$ cat config.mk
export PLATFORM = sky130hd
export DESIGN_NAME = fifo_shared_bus_arbiter_core
export DESIGN_NICKNAME = d
export VERILOG_FILES = /design/src/sv/fsba_pkg.sv /design/src/sv/fsba_ctrl.sv /design/src/sv/fsba_dp.sv /design/src/sv/fifo_shared_bus_arbiter_core.sv
export SDC_FILE = /design/constraint.sdc
export NUM_CORES = 1
export LEC_CHECK = 0
export BUFFER_PORTS_ARGS = -buffer_cell sky130_fd_sc_hd__buf_2
export CAP_MARGIN = 20
export CORE_MARGIN = 1
export CORE_UTILIZATION = 55
export CTS_CLUSTER_SIZE = 10
export DETAILED_ROUTE_END_ITERATION = 10
export GPL_ROUTABILITY_DRIVEN = 0
export HOLD_SLACK_MARGIN = 0.06
export MAX_ROUTING_LAYER = met4
export PLACE_DENSITY_LB_ADDON = 0.05
export SETUP_SLACK_MARGIN = 0.15
export SLEW_MARGIN = 20
export SYNTH_ARGS = -nofsm -noshare
export SYNTH_HDL_FRONTEND = slang
export SYNTH_SLANG_ARGS = --single-unit
$ cat constraint.sdc
create_clock -name i_clk -period 5.4 [get_ports i_clk]
set_input_delay 1.62 -clock i_clk [delete_from_list [all_inputs] [get_ports i_clk]]
set_output_delay 1.62 -clock i_clk [all_outputs]
set_load 0.05 [all_outputs]
$ cat src/sv/fsba_pkg.sv
// ============================================================================
// fsba_pkg
// Shared types and constants of the first-come, first-served bus arbiter.
// ============================================================================
package fsba_pkg;

    // Sizes of the block.
    localparam int NUM_PORTS   = 8;
    localparam int QUEUE_DEPTH = 16;
    localparam int Q_AW        = $clog2(QUEUE_DEPTH);
    localparam int Q_CW        = $clog2(QUEUE_DEPTH + 1);
    localparam int PORT_W      = 3;
    localparam int WORD_W      = 64;
    localparam int DELAY_W     = 16;

    // Input commands.
    typedef enum logic [1:0] {
        CMD_REQUEST = 2'd0,
        CMD_CANCEL  = 2'd1,
        CMD_SEND    = 2'd2,
        CMD_TICK    = 2'd3
    } t_cmd;

    // Result kinds.
    typedef enum logic [1:0] {
        KIND_CTS   = 2'd0,
        KIND_BCAST = 2'd1,
        KIND_ERR   = 2'd2
    } t_kind;

    // Error codes.
    typedef enum logic [1:0] {
        ERR_NONE      = 2'd0,
        ERR_NOT_OWNER = 2'd1,
        ERR_BUSY      = 2'd2,
        ERR_FULL      = 2'd3
    } t_err;

    // Controller states.
    typedef enum logic {
        ST_IDLE   = 1'b0,
        ST_SECOND = 1'b1
    } t_state;

    // Status from the datapath to the controller.
    typedef struct packed {
        logic owner_valid;
        logic owner_match;
        logic bus_busy;
        logic q_empty;
        logic q_full;
        logic delay_last;
    } t_dp_status;

    // Commands from the controller to the datapath.
    typedef struct packed {
        logic  accept;
        logic  push;
        logic  pop;
        logic  grant;
        logic  grant_in;
        logic  release_bus;
        logic  send;
        logic  tick;
        logic  res0_valid;
        t_kind res0_kind;
        t_err  res0_err;
        logic  res1_valid;
        logic  show_pend;
    } t_dp_cmd;

endpackage

$ cat src/sv/fsba_ctrl.sv
// ============================================================================
// fsba_ctrl
// Controller: decodes each accepted word against the arbiter status, issues
// datapath commands and sequences a second result when one word causes two.
// ============================================================================
module fsba_ctrl (
    input  logic                         i_clk,
    input  logic                         i_rst_n,
    input  logic                         i_start,
    input  logic [1:0]                   i_cmd,
    input  logic [fsba_pkg::PORT_W-1:0]  i_port,
    input  fsba_pkg::t_dp_status         i_status,
    output fsba_pkg::t_dp_cmd            o_cmd,
    output logic                         o_busy
);
    import fsba_pkg::*;

    t_state r_state;
    t_state n_state;
    t_cmd   cmd;
    logic   port_ok;

    assign cmd     = t_cmd'(i_cmd);
    assign port_ok = (32'(i_port) < NUM_PORTS);

    // State register.
    always_ff @(posedge i_clk) begin
        if (!i_rst_n) begin
            r_state <= ST_IDLE;
        end else begin
            r_state <= n_state;
        end
    end

    // Next state: a second result moves the controller to ST_SECOND, then back to ST_IDLE.
    always_comb begin
        n_state = r_state;
        case (r_state)
            ST_IDLE: begin
                if (o_cmd.res1_valid) begin
                    n_state = ST_SECOND;
                end
            end
            ST_SECOND: begin
                n_state = ST_IDLE;
            end
            default: begin
                n_state = ST_IDLE;
            end
        endcase
    end

    // Outputs: command decode for the word being accepted.
    always_comb begin
        o_cmd           = '0;
        o_cmd.res0_kind = KIND_CTS;
        o_cmd.res0_err  = ERR_NONE;
        o_busy          = (r_state == ST_SECOND);
        o_cmd.show_pend = (r_state == ST_SECOND);
        o_cmd.accept    = i_start && (r_state == ST_IDLE);
        if (o_cmd.accept) begin
            case (cmd)
                CMD_REQUEST: begin
                    if (port_ok) begin
                        if (i_status.q_full) begin
                            o_cmd.res0_valid = 1'b1;
                            o_cmd.res0_kind  = KIND_ERR;
                            o_cmd.res0_err   = ERR_FULL;
                        end else if (!i_status.owner_valid && !i_status.bus_busy) begin
                            // Bus is free: grant at once, via the queue if others wait.
                            o_cmd.grant      = 1'b1;
                            o_cmd.res0_valid = 1'b1;
                            o_cmd.res0_kind  = KIND_CTS;
                            if (i_status.q_empty) begin
                                o_cmd.grant_in = 1'b1;
                            end else begin
                                o_cmd.push = 1'b1;
                                o_cmd.pop  = 1'b1;
                            end
                        end else begin
                            o_cmd.push = 1'b1;
                        end
                    end
                end
                CMD_CANCEL, CMD_SEND: begin
                    if (!i_status.owner_valid || !i_status.owner_match) begin
                        o_cmd.res0_valid = 1'b1;
                        o_cmd.res0_kind  = KIND_ERR;
                        o_cmd.res0_err   = ERR_NOT_OWNER;
                    end else if (i_status.bus_busy) begin
                        o_cmd.res0_valid = 1'b1;
                        o_cmd.res0_kind  = KIND_ERR;
                        o_cmd.res0_err   = ERR_BUSY;
                    end else if (cmd == CMD_CANCEL) begin
                        o_cmd.release_bus = 1'b1;
                        if (!i_status.q_empty) begin
                            o_cmd.pop        = 1'b1;
                            o_cmd.grant      = 1'b1;
                            o_cmd.res0_valid = 1'b1;
                            o_cmd.res0_kind  = KIND_CTS;
                        end
                    end else begin
                        o_cmd.send = 1'b1;
                    end
                end
                CMD_TICK: begin
                    if (i_status.bus_busy) begin
                        o_cmd.tick = 1'b1;
                        if (i_status.delay_last) begin
                            // Broadcast, release and hand the bus on if a port waits.
                            o_cmd.res0_valid  = 1'b1;
                            o_cmd.res0_kind   = KIND_BCAST;
                            o_cmd.release_bus = 1'b1;
                            if (!i_status.q_empty) begin
                                o_cmd.pop        = 1'b1;
                                o_cmd.grant      = 1'b1;
                                o_cmd.res1_valid = 1'b1;
                            end
                        end
                    end
                end
                default: begin
                    o_cmd.accept = 1'b1;
                end
            endcase
        end
    end

endmodule

$ cat src/sv/fsba_dp.sv
// ============================================================================
// fsba_dp
// Datapath: request queue, bus ownership, send delay counter, held message
// and the registered result ports.
// ============================================================================
module fsba_dp (
    input  logic                          i_clk,
    input  logic                          i_rst_n,
    input  fsba_pkg::t_dp_cmd             i_cmd,
    input  logic [fsba_pkg::PORT_W-1:0]   i_port,
    input  logic [fsba_pkg::WORD_W-1:0]   i_payload,
    input  logic                          i_cfg_we,
    input  logic [fsba_pkg::DELAY_W-1:0]  i_cfg_data,
    output fsba_pkg::t_dp_status          o_status,
    output logic                          o_strobe,
    output logic [1:0]                    o_kind,
    output logic [fsba_pkg::PORT_W-1:0]   o_dest_port,
    output logic [fsba_pkg::PORT_W-1:0]   o_src_port,
    output logic [fsba_pkg::WORD_W-1:0]   o_msg_word,
    output logic [1:0]                    o_error_code,
    output logic                          o_last
);
    import fsba_pkg::*;

    // Queue storage and pointers.
    logic [PORT_W-1:0]  r_queue [QUEUE_DEPTH];
    logic [Q_AW-1:0]    r_head;
    logic [Q_AW-1:0]    n_head;
    logic [Q_CW-1:0]    r_count;
    logic [Q_CW-1:0]    n_count;
    logic [Q_CW:0]      tail_sum;
    logic [Q_AW-1:0]    tail_idx;

    // Bus state.
    logic               r_owner_valid;
    logic [PORT_W-1:0]  r_owner_port;
    logic               r_bus_busy;
    logic [DELAY_W-1:0] r_delay_left;
    logic [WORD_W-1:0]  r_held;
    logic [DELAY_W-1:0] r_bus_delay;
    logic [PORT_W-1:0]  grant_port;

    // Result registers.
    logic               r_strobe;
    t_kind              r_kind;
    logic [PORT_W-1:0]  r_dest;
    logic [PORT_W-1:0]  r_src;
    logic [WORD_W-1:0]  r_msg;
    t_err               r_err;
    logic               r_last;
    logic [PORT_W-1:0]  r_pend_dest;

    // Tail position and port granted this cycle.
    always_comb begin
        tail_sum = {1'b0, {(Q_CW - Q_AW){1'b0}}, r_head} + {1'b0, r_count};
        if (tail_sum >= (Q_CW + 1)'(QUEUE_DEPTH)) begin
            tail_sum = tail_sum - (Q_CW + 1)'(QUEUE_DEPTH);
        end
        tail_idx   = tail_sum[Q_AW-1:0];
        grant_port = i_cmd.grant_in ? i_port : r_queue[r_head];
    end

    // Pointer and fill count updates.
    always_comb begin
        n_head  = r_head;
        n_count = r_count;
        if (i_cmd.pop) begin
            n_head = (r_head == Q_AW'(QUEUE_DEPTH - 1)) ? '0 : r_head + 1'b1;
        end
        if (i_cmd.push && !i_cmd.pop) begin
            n_count = r_count + 1'b1;
        end else if (i_cmd.pop && !i_cmd.push) begin
            n_count = r_count - 1'b1;
        end
    end

    // Queue write.
    always_ff @(posedge i_clk) begin
        if (i_cmd.push) begin
            r_queue[tail_idx] <= i_port;
        end
    end

    // Control state of the arbiter.
    always_ff @(posedge i_clk) begin
        if (!i_rst_n) begin
            r_head        <= '0;
            r_count       <= '0;
            r_owner_valid <= 1'b0;
            r_owner_port  <= '0;
            r_bus_busy    <= 1'b0;
            r_delay_left  <= '0;
            r_held        <= '0;
            r_bus_delay   <= DELAY_W'(1);
        end else begin
            r_head  <= n_head;
            r_count <= n_count;
            if (i_cfg_we) begin
                r_bus_delay <= i_cfg_data;
            end
            if (i_cmd.grant) begin
                r_owner_valid <= 1'b1;
                r_owner_port  <= grant_port;
            end else if (i_cmd.release_bus) begin
                r_owner_valid <= 1'b0;
            end
            if (i_cmd.send) begin
                r_bus_busy   <= 1'b1;
                r_held       <= i_payload;
                r_delay_left <= (r_bus_delay == '0) ? DELAY_W'(1) : r_bus_delay;
            end else if (i_cmd.tick) begin
                r_delay_left <= r_delay_left - 1'b1;
                if (i_cmd.release_bus) begin
                    r_bus_busy <= 1'b0;
                end
            end
        end
    end

    // Result strobe.
    always_ff @(posedge i_clk) begin
        if (!i_rst_n) begin
            r_strobe <= 1'b0;
        end else begin
            r_strobe <= i_cmd.show_pend || (i_cmd.accept && i_cmd.res0_valid);
        end
    end

    // Result payload: first result on accept, pending grant in the next cycle.
    always_ff @(posedge i_clk) begin
        if (i_cmd.show_pend) begin
            r_kind <= KIND_CTS;
            r_dest <= r_pend_dest;
            r_src  <= '0;
            r_msg  <= '0;
            r_err  <= ERR_NONE;
            r_last <= 1'b1;
        end else if (i_cmd.accept) begin
            r_kind      <= i_cmd.res0_kind;
            r_dest      <= (i_cmd.res0_kind == KIND_CTS) ? grant_port : '0;
            r_src       <= (i_cmd.res0_kind == KIND_BCAST) ? r_owner_port : '0;
            r_msg       <= (i_cmd.res0_kind == KIND_BCAST) ? r_held : '0;
            r_err       <= i_cmd.res0_err;
            r_last      <= !i_cmd.res1_valid;
            r_pend_dest <= grant_port;
        end
    end

    // Status towards the controller.
    assign o_status.owner_valid = r_owner_valid;
    assign o_status.owner_match = (r_owner_port == i_port);
    assign o_status.bus_busy    = r_bus_busy;
    assign o_status.q_empty     = (r_count == '0);
    assign o_status.q_full      = (r_count >= Q_CW'(QUEUE_DEPTH));
    assign o_status.delay_last  = (r_delay_left <= DELAY_W'(1));

    assign o_strobe     = r_strobe;
    assign o_kind       = r_kind;
    assign o_dest_port  = r_dest;
    assign o_src_port   = r_src;
    assign o_msg_word   = r_msg;
    assign o_error_code = r_err;
    assign o_last       = r_last;

endmodule

$ cat src/sv/fifo_shared_bus_arbiter_core.sv
// ============================================================================
// fifo_shared_bus_arbiter_core
// Shared-bus arbiter granting the bus to ports in first-come, first-served
// order, with delayed broadcast of the owner's message word.
// ============================================================================
// Usage:
// A command word (i_cmd, i_port, i_payload) is taken at a clock edge where
// i_start is high and o_busy is low. Commands are request, cancel, send and
// one tick of time. Each result word appears on the o_ ports for exactly one
// cycle with o_strobe high; o_last marks the final result of a command.
// The first result of a command appears in the cycle after it is taken.
// Most commands cause at most one result and the next command may follow in
// the very next cycle. A tick that broadcasts and hands the bus to a waiting
// port causes two results; o_busy is then high for one cycle while the
// broadcast word is shown, and the clear-to-send word follows in the next
// cycle. The words share the single result register. The bus delay
// register is written through i_cfg_we and i_cfg_data; the user must do so
// only while the block is idle, which the block itself does not enforce.
// Reset empties the queue, frees the bus and sets the delay to one tick.
// Results cannot be held off by the receiver.
// ============================================================================
module fifo_shared_bus_arbiter_core (
    input  logic                          i_clk,
    input  logic                          i_rst_n,
    input  logic                          i_start,
    output logic                          o_busy,
    input  logic [1:0]                    i_cmd,
    input  logic [fsba_pkg::PORT_W-1:0]   i_port,
    input  logic [fsba_pkg::WORD_W-1:0]   i_payload,
    input  logic                          i_cfg_we,
    input  logic [fsba_pkg::DELAY_W-1:0]  i_cfg_data,
    output logic                          o_strobe,
    output logic [1:0]                    o_kind,
    output logic [fsba_pkg::PORT_W-1:0]   o_dest_port,
    output logic [fsba_pkg::PORT_W-1:0]   o_src_port,
    output logic [fsba_pkg::WORD_W-1:0]   o_msg_word,
    output logic [1:0]                    o_error_code,
    output logic                          o_last
);
    import fsba_pkg::*;

    t_dp_cmd    dp_cmd;
    t_dp_status dp_status;

    // Controller.
    fsba_ctrl u_ctrl (
        .i_clk    (i_clk),
        .i_rst_n  (i_rst_n),
        .i_start  (i_start),
        .i_cmd    (i_cmd),
        .i_port   (i_port),
        .i_status (dp_status),
        .o_cmd    (dp_cmd),
        .o_busy   (o_busy)
    );

    // Datapath.
    fsba_dp u_dp (
        .i_clk        (i_clk),
        .i_rst_n      (i_rst_n),
        .i_cmd        (dp_cmd),
        .i_port       (i_port),
        .i_payload    (i_payload),
        .i_cfg_we     (i_cfg_we),
        .i_cfg_data   (i_cfg_data),
        .o_status     (dp_status),
        .o_strobe     (o_strobe),
        .o_kind       (o_kind),
        .o_dest_port  (o_dest_port),
        .o_src_port   (o_src_port),
        .o_msg_word   (o_msg_word),
        .o_error_code (o_error_code),
        .o_last       (o_last)
    );

endmodule

After elaboration in Yosys (flattened, before gate mapping)
Memories as Yosys holds them, arrays and structs flattened. A register that Yosys moved wholly into a read port is not among the register bits.
Cells that the tools add are included.
{"block": "op_classes", "n_addsub": 6, "n_lt_le_gt_ge": 3, "eq_ne": 6, "mux": 62, "n_bitwise": 1, "n_reduce_logical": 25}
{"operator": "two-way mux 64 bit", "count": 1}
{"operator": "two-way mux 16 bit", "count": 3}
{"operator": "two-way mux 3 bit", "count": 12}
{"operator": "two-way mux 4 bit", "count": 6}
{"operator": "two-way mux 1 bit", "count": 21}
{"operator": "two-way mux 2 bit", "count": 10}
{"operator": "less-or-equal comparator 16 x 1 -> 1 bit (second input constant)", "count": 1}
{"operator": "zero test 16 bit", "count": 1}
{"operator": "subtractor 16 x 1 -> 16 bit (second input constant)", "count": 1}
{"operator": "two-way mux 5 bit", "count": 3}
{"operator": "two-way mux 14 bit", "count": 1}
{"operator": "nonzero test 2 bit", "count": 5}
{"operator": "case mux 3 bit (3 select lines)", "count": 1}
{"operator": "adder 4 x 5 -> 6 bit", "count": 1}
{"operator": "greater-or-equal comparator 6 x 5 -> 1 bit (second input constant)", "count": 1}
{"operator": "zero test 1 bit", "count": 6}
{"operator": "case mux 2 bit (3 select lines)", "count": 1}
{"operator": "adder 5 x 1 -> 5 bit (second input constant)", "count": 1}
{"operator": "greater-or-equal comparator 5 bit (second input constant)", "count": 1}
{"operator": "logical AND 1 bit", "count": 5}
{"operator": "zero test 5 bit", "count": 1}
{"operator": "subtractor 5 x 1 -> 5 bit (second input constant)", "count": 1}
{"operator": "adder 4 x 1 -> 4 bit (second input constant)", "count": 1}
{"operator": "== test 2 x 1 -> 1 bit (second input constant)", "count": 2}
{"operator": "11 further kinds", "count": 16}
{"block": "totals", "regBits": 190, "ram_bits": 48, "out_inout_bits": 77, "mem_count": 1}
{"memory": "u_dp.r_queue", "depth": 16, "width": 3, "read_ports": 1, "rd_clocked_by_memory_dff": 1, "wr": 1, "line_no": "fsba_dp.sv:26", "source": "logic [PORT_W-1:0] r_queue [QUEUE_DEPTH];"}

Logic depth before layout (Yosys ltp)
{"block": "depth", "word_depth": 11, "ltp_mapped": 15}

Cells and area by module
Synthesis repeated with hierarchy kept, for this count alone.
{"block": "hier_totals", "hier_cells": 843, "hier_area_um2": 9703.1}
{"module": "fsba_dp", "n_inst": 1, "cells_each": 795, "area_per_inst_um2": 9344.0}
{"module": "fsba_ctrl", "n_inst": 1, "cells_each": 48, "area_per_inst_um2": 359.1}

Worst setup path before layout
Ideal clock, no wire load.
{"block": "synth_timing", "kind": "input-to-reg", "start": "input i_cmd[0]", "end": "register u_dp.r_count[4]", "setup_time_ns": 0.070, "t_arrival_ns": 4.365, "setup_slack_ns": 0.964, "path_stages": 14, "cell_sequence": "ha_1 o211ai_1 nor4_1 and3_1 clkbuf_1 nor2_1 ha_1 inv_1 ha_1 a21o_1 a21oi_1 xnor2_1 or3_1 a21oi_1"}
{"block": "synth_via", "elab_chain_cells": 9, "elab_cells_between_ends": 17, "cone_classes": "eq/ne: 3; mux: 7; reduce/logical: 7"}
{"item": "from (decl)", "line_no": "fifo_shared_bus_arbiter_core.sv:27", "source": "input logic [1:0] i_cmd,"}
{"item": "== test 2 x 1 -> 1 bit", "line_no": "fsba_ctrl.sv:62, fsba_ctrl.sv:94"}
{"item": "two-way mux 2 bit", "line_no": "fsba_ctrl.sv:94", "source": "end else if (cmd == CMD_CANCEL) begin"}
{"item": "two-way mux 2 bit", "line_no": "fsba_ctrl.sv:90", "source": "end else if (i_status.bus_busy) begin"}
{"item": "two-way mux 2 bit", "line_no": "fsba_ctrl.sv:86", "source": "if (!i_status.owner_valid || !i_status.owner_match) begin"}
{"item": "case mux 2 bit (3 select lines)", "line_no": "fsba_ctrl.sv:62", "source": "case (cmd)"}
{"item": "two-way mux 14 bit *", "line_no": "fsba_ctrl.sv:61", "source": "if (o_cmd.accept) begin"}
{"item": "zero test 1 bit", "line_no": "fsba_dp.sv:70", "source": "if (i_cmd.push && !i_cmd.pop) begin"}
{"item": "logical AND 1 bit", "line_no": "fsba_dp.sv:70"}
{"item": "two-way mux 5 bit or nonzero test 2 bit (tied branches)"}
{"item": "to (signal assigned)", "line_no": "fsba_dp.sv:97", "source": "r_count <= n_count;"}
{"item": "to (decl)", "line_no": "fsba_dp.sv:29", "source": "logic [Q_CW-1:0] r_count;"}
Every way passes the cells marked *; elsewhere a longest branch is shown, timed or not.
A chain may end at the register's enable or synchronous reset.

Worst setup path after layout
Ends and elaborated chain as after synthesis.

==> flow_metrics.py <==
metrics = {
    "power": {
        "intPower_mw": 2.91,
        "ir_worst_vdd_mv": 0.344,
        "switching_share_pct": 22.7,
        "leakage_nw": 4.52,
        "p_per_area_nw_per_um2": 337,
        "p_comb_share_pct": 6.6,
        "power.share.clock_pct": 42.9,
        "netSwitchingPower_mw": 0.852,
        "sequentialPowerShare_pct": 50.5,
    },
    "global_routing": {
        "grt_pass1_vias": 6670,
        "overflow_left_after_global_routing": 0,
        "antenna_found_initial": 0,
        "globalRouteTotalUtil_pct": 24.8,
        "grt_pass1_wl_um": 34200,
        "maximum_number_of_pins_on_one_net_before_global_route_repair": 66,
    },
    "logic_synthesis": {
        "yosys_register_bits": 242,
        "syn_std_cell_area_sq_um": 9440,
        "sequential_cell_area_fraction_in_the_yosys_report_pct": 57.1,
        "synth.yosys.warnings": 0,
        "synth_async_sr_flop_share_pct": 0,
        "synth_fp_nets": 998,
        "mean_cell_area_of_the_mapped_netlist_sq_um": 10.6,
        "synth_cell_type_count": 61,
        "synth_edf_count": 54,
        "synth_cells": 892,
        "synth-main-ff-cell": "sky130_fd_sc_hd__dfxtp_1",
    },
    "critical_path": {
        "rrSetupSlack_ns": 1.81,
        "cp_max_fo": 7,
        "timing.critical_path.required_ns": 5.85,
        "crit_path_end": "u_dp.r_count[4]",
        "cp_startpoint_kind": "input pin",
        "r2r.worst_path.cells": 12,
        "worst_reg2reg_endpoint": "u_dp.r_count[4]",
        "worstReg2RegStart": "u_dp.r_delay_left[9]",
        "critPathArrivalTime_ns": 4.77,
        "critPathCaptureType": "register",
        "worst-setup-path-type": "in -> reg",
        "crit_start": "i_cmd[0]",
    },
    "placed_design": {
        "dpl_cell_area_sq_um": 10400,
        "detailed_place_hpwl_um": 14200,
        "portBuffers": 165,
        "dpl.cell_count": 1231,
    },
    "sta": {
        "totalNegativeSetupSlack_ns": 0,
        "timing.final.max_slew_violations": 0,
        "worstMarginPinSlew_ns": 1.02,
        "rsz_0062_raised_after_global_routing": "false",
        "finalCritPeriodShare_pct": 80.1,
        "finalHoldViolations": 0,
        "fmax_mhz": 231,
        "final.setup_skew_ns": 0.0145,
        "final-setup-viol-count": 0,
        "min_period_ns": 4.32,
        "max-slew-margin-rel_pct": 32.0,
    },
    "clock_tree": {
        "cts.repair_timing.setup_buffer_count": 0,
        "cts.repair.resized": 0,
        "cts_buffers": 28,
        "postCtsHoldBufs": 0,
        "ctsLongestPathBuffers": 3,
        "clkLatencyLatePin_ns": 0.53,
        "path_clk_slew_ns": 0.05,
        "htree_levels": 1,
        "clockRootBuffer": "sky130_fd_sc_hd__clkbuf_16",
        "cts.sink_count": 242,
        "tritoncts_clock_tree": "yes",
    },
    "die": {
        "chipHeight_um": 133,
        "die-width_um": 133,
        "die_area_sq_um": 17700,
        "core_region_area_sq_um": 16600,
        "floorplan.rows": 47,
        "ioPinCount": 166,
        "initial_utilization_pct": 56.7,
    },
    "routing": {
        "avgViaCountPerCell": 5.59,
        "overall_via_count_from_detail_route": 7099,
        "drc": 0,
        "drt-pass1-iter-count": 5,
        "drtIter0Drc": 501,
        "wirelength_um": 21400,
        "avgRoutedWirePerCell_um": 16.9,
        "postRouteAntennaNets": 0,
    },
    "finish": {
        "instances_no_fill": 1269,
        "final_layout_size_suffix_gt1_share_pct": 23.0,
        "finalNetCount": 1147,
        "finish.instance_area_sq_um": 11200,
        "fin_util_pct": 67.1,
        "most-common-layout-cells": "188 x sky130_fd_sc_hd__dfxtp_1, 165 x sky130_fd_sc_hd__buf_2, 152 x sky130_fd_sc_hd__nand2_1, 85 x sky130_fd_sc_hd__a21oi_1, 69 x sky130_fd_sc_hd__a22o_1",
        "antenna_cells_inserted": 0,
        "final_common_cell": "sky130_fd_sc_hd__dfxtp_1",
        "area_delta_synth_final_pct": 18.4,
    },
    "job": {
        "maxCapViolations": 0,
    },
    "min_path": {
        "min-delay-path-class": "reg -> reg",
    },
    "status": {
        "run_status": "finished clean",
    },
}
==> cell usage after synthesis, types with 3 or more instances <==
cell type                  number  area [sq um]
sky130_fd_sc_hd__o22ai_1        3          18.8
sky130_fd_sc_hd__nor3_1         8          40.0
sky130_fd_sc_hd__or3_1          4          25.0
sky130_fd_sc_hd__a22o_1        69           604
sky130_fd_sc_hd__buf_4          4          30.0
sky130_fd_sc_hd__nor2_1        63           236
sky130_fd_sc_hd__o31ai_1        3          22.5
sky130_fd_sc_hd__dfxtp_1      188          3760
sky130_fd_sc_hd__o41ai_1        4          35.0
sky130_fd_sc_hd__nand2b_1       7          43.8
sky130_fd_sc_hd__nand3_1       10          50.1
sky130_fd_sc_hd__o21a_1         3          22.5
sky130_fd_sc_hd__inv_1         11          41.3
sky130_fd_sc_hd__o21ai_0       21           105
sky130_fd_sc_hd__ha_1          15           188
sky130_fd_sc_hd__mux4_2        15           338
sky130_fd_sc_hd__a21oi_1       85           425
sky130_fd_sc_hd__clkbuf_1      46           173
sky130_fd_sc_hd__xnor2_1       13           114
sky130_fd_sc_hd__xor2_1         9          78.8
sky130_fd_sc_hd__nand2_1      152           571
sky130_fd_sc_hd__buf_2          4          20.0
sky130_fd_sc_hd__a22oi_1        4          30.0
sky130_fd_sc_hd__edfxtp_1      54          1620
sky130_fd_sc_hd__nor4_1        10          62.6
sky130_fd_sc_hd__or2_2          4          25.0
sky130_fd_sc_hd__nand3b_1       4          30.0
sky130_fd_sc_hd__mux2i_1       22           220
sky130_fd_sc_hd__a21o_1         4          30.0
sky130_fd_sc_hd__a211oi_1       6          45.0
sky130_fd_sc_hd__or4_1          4          30.0
==> layout make-up <==
class                           count  area [sq um]
Fill cell                        1352          5470
Sequential cell                   242          5390
Multi-Input combinational cell    581          3790
Timing Repair Buffer              175           913
Clock buffer                       36           731
Tap cell                          220           275
Inverter                           13          48.8
Clock inverter                      2          25.0
==> critical path, stage by stage <==
cell                       delay, ns
sky130_fd_sc_hd__buf_2          0.12
sky130_fd_sc_hd__inv_1          0.06
sky130_fd_sc_hd__ha_1           0.39
sky130_fd_sc_hd__nand4b_1       0.14
sky130_fd_sc_hd__or4_1          0.43
sky130_fd_sc_hd__o22ai_1        0.30
sky130_fd_sc_hd__nor2_1         0.11
sky130_fd_sc_hd__ha_1           0.23
sky130_fd_sc_hd__inv_1          0.15
sky130_fd_sc_hd__ha_1           0.29
sky130_fd_sc_hd__a21o_1         0.20
sky130_fd_sc_hd__a21oi_1        0.17
sky130_fd_sc_hd__xnor2_1        0.09
sky130_fd_sc_hd__or3_1          0.32
sky130_fd_sc_hd__a21oi_1        0.15
==> how the worst min path moves through the flow <==
stage	startpoint	cells past startpoint	end
after floorplan	u_dp.r_held[0]	2	u_dp.r_held[0]
after global placement	u_dp.o_kind[0]	2	u_dp.o_kind[0]
after detailed placement	u_dp.r_held[38]	2	u_dp.r_held[38]
after CTS	u_dp.r_held[52]	2	u_dp.r_held[52]
after global routing	u_dp.r_held[56]	2	u_dp.r_held[56]
final	u_dp.r_held[38]	2	u_dp.r_held[38]
==> sequential cells by signal, indices dropped and copies added, names as in the netlist, 2 cells and up, named ones only <==
signal / cells
u_dp.o_dest_port: 3
u_dp.o_error_code: 2
u_dp.o_kind: 2
u_dp.o_msg_word: 64
u_dp.o_src_port: 3
u_dp.r_bus_delay: 16
u_dp.r_count: 5
u_dp.r_delay_left: 16
u_dp.r_head: 4
u_dp.r_held: 64
u_dp.r_owner_port: 3
u_dp.r_pend_dest: 3
u_dp.r_queue: 48
==> metrics by stage <==
stage	hold WS, ns	setup slack (ns)	power (mW)
floorplan	0.436	0.964	2.09
global placement	0.429	0.667	2.18
detailed placement	0.446	0.611	2.18
CTS	0.453	1.11	3.79
global route	0.463	0.816	3.89
finish	0.452	1.08	3.76
==> cell families after synthesis <==
logic type | count (synthesis) | share of synthesized area, %
AO/OA/AOI/OAI | 216 | 15.5
XOR/XNOR | 22 | 2.04
adder cells (fa/ha/maj) | 17 | 2.41
buffers and inverters | 69 | 3.04
flip-flops | 242 | 57.1
multiplexers | 39 | 6.15
AND/OR/NAND/NOR | 287 | 13.8
==> power by group through the flow <==
| stage | Clock (mW) | Sequential, mW | Combinational [mW] |
|---|---|---|---|
| 5_1_grt | 1.72 | 1.90 | 0.274 |
| 4_1_cts | 1.64 | 1.90 | 0.248 |
| 3_3_place_gp | 0 | 1.94 | 0.246 |
| 3_5_place_dp | 0 | 1.94 | 0.246 |
| 6_report | 1.61 | 1.90 | 0.248 |
| 2_1_floorplan | 0 | 1.94 | 0.147 |
==> layer usage <==
| layer | track usage (%) | up-vias | wire [um] |
|---|---|---|---|
| met4 | 7.22 | 0 | 469 |
| li1 | - | 3502 | - |
| met3 | 4.10 | 37 | 1280 |
| met5 | - | - | 0 |
| met1 | 33.4 | 3362 | 9760 |
| met2 | 38.4 | 198 | 9890 |
No activity file was read; power rests on OpenSTA's default activity.
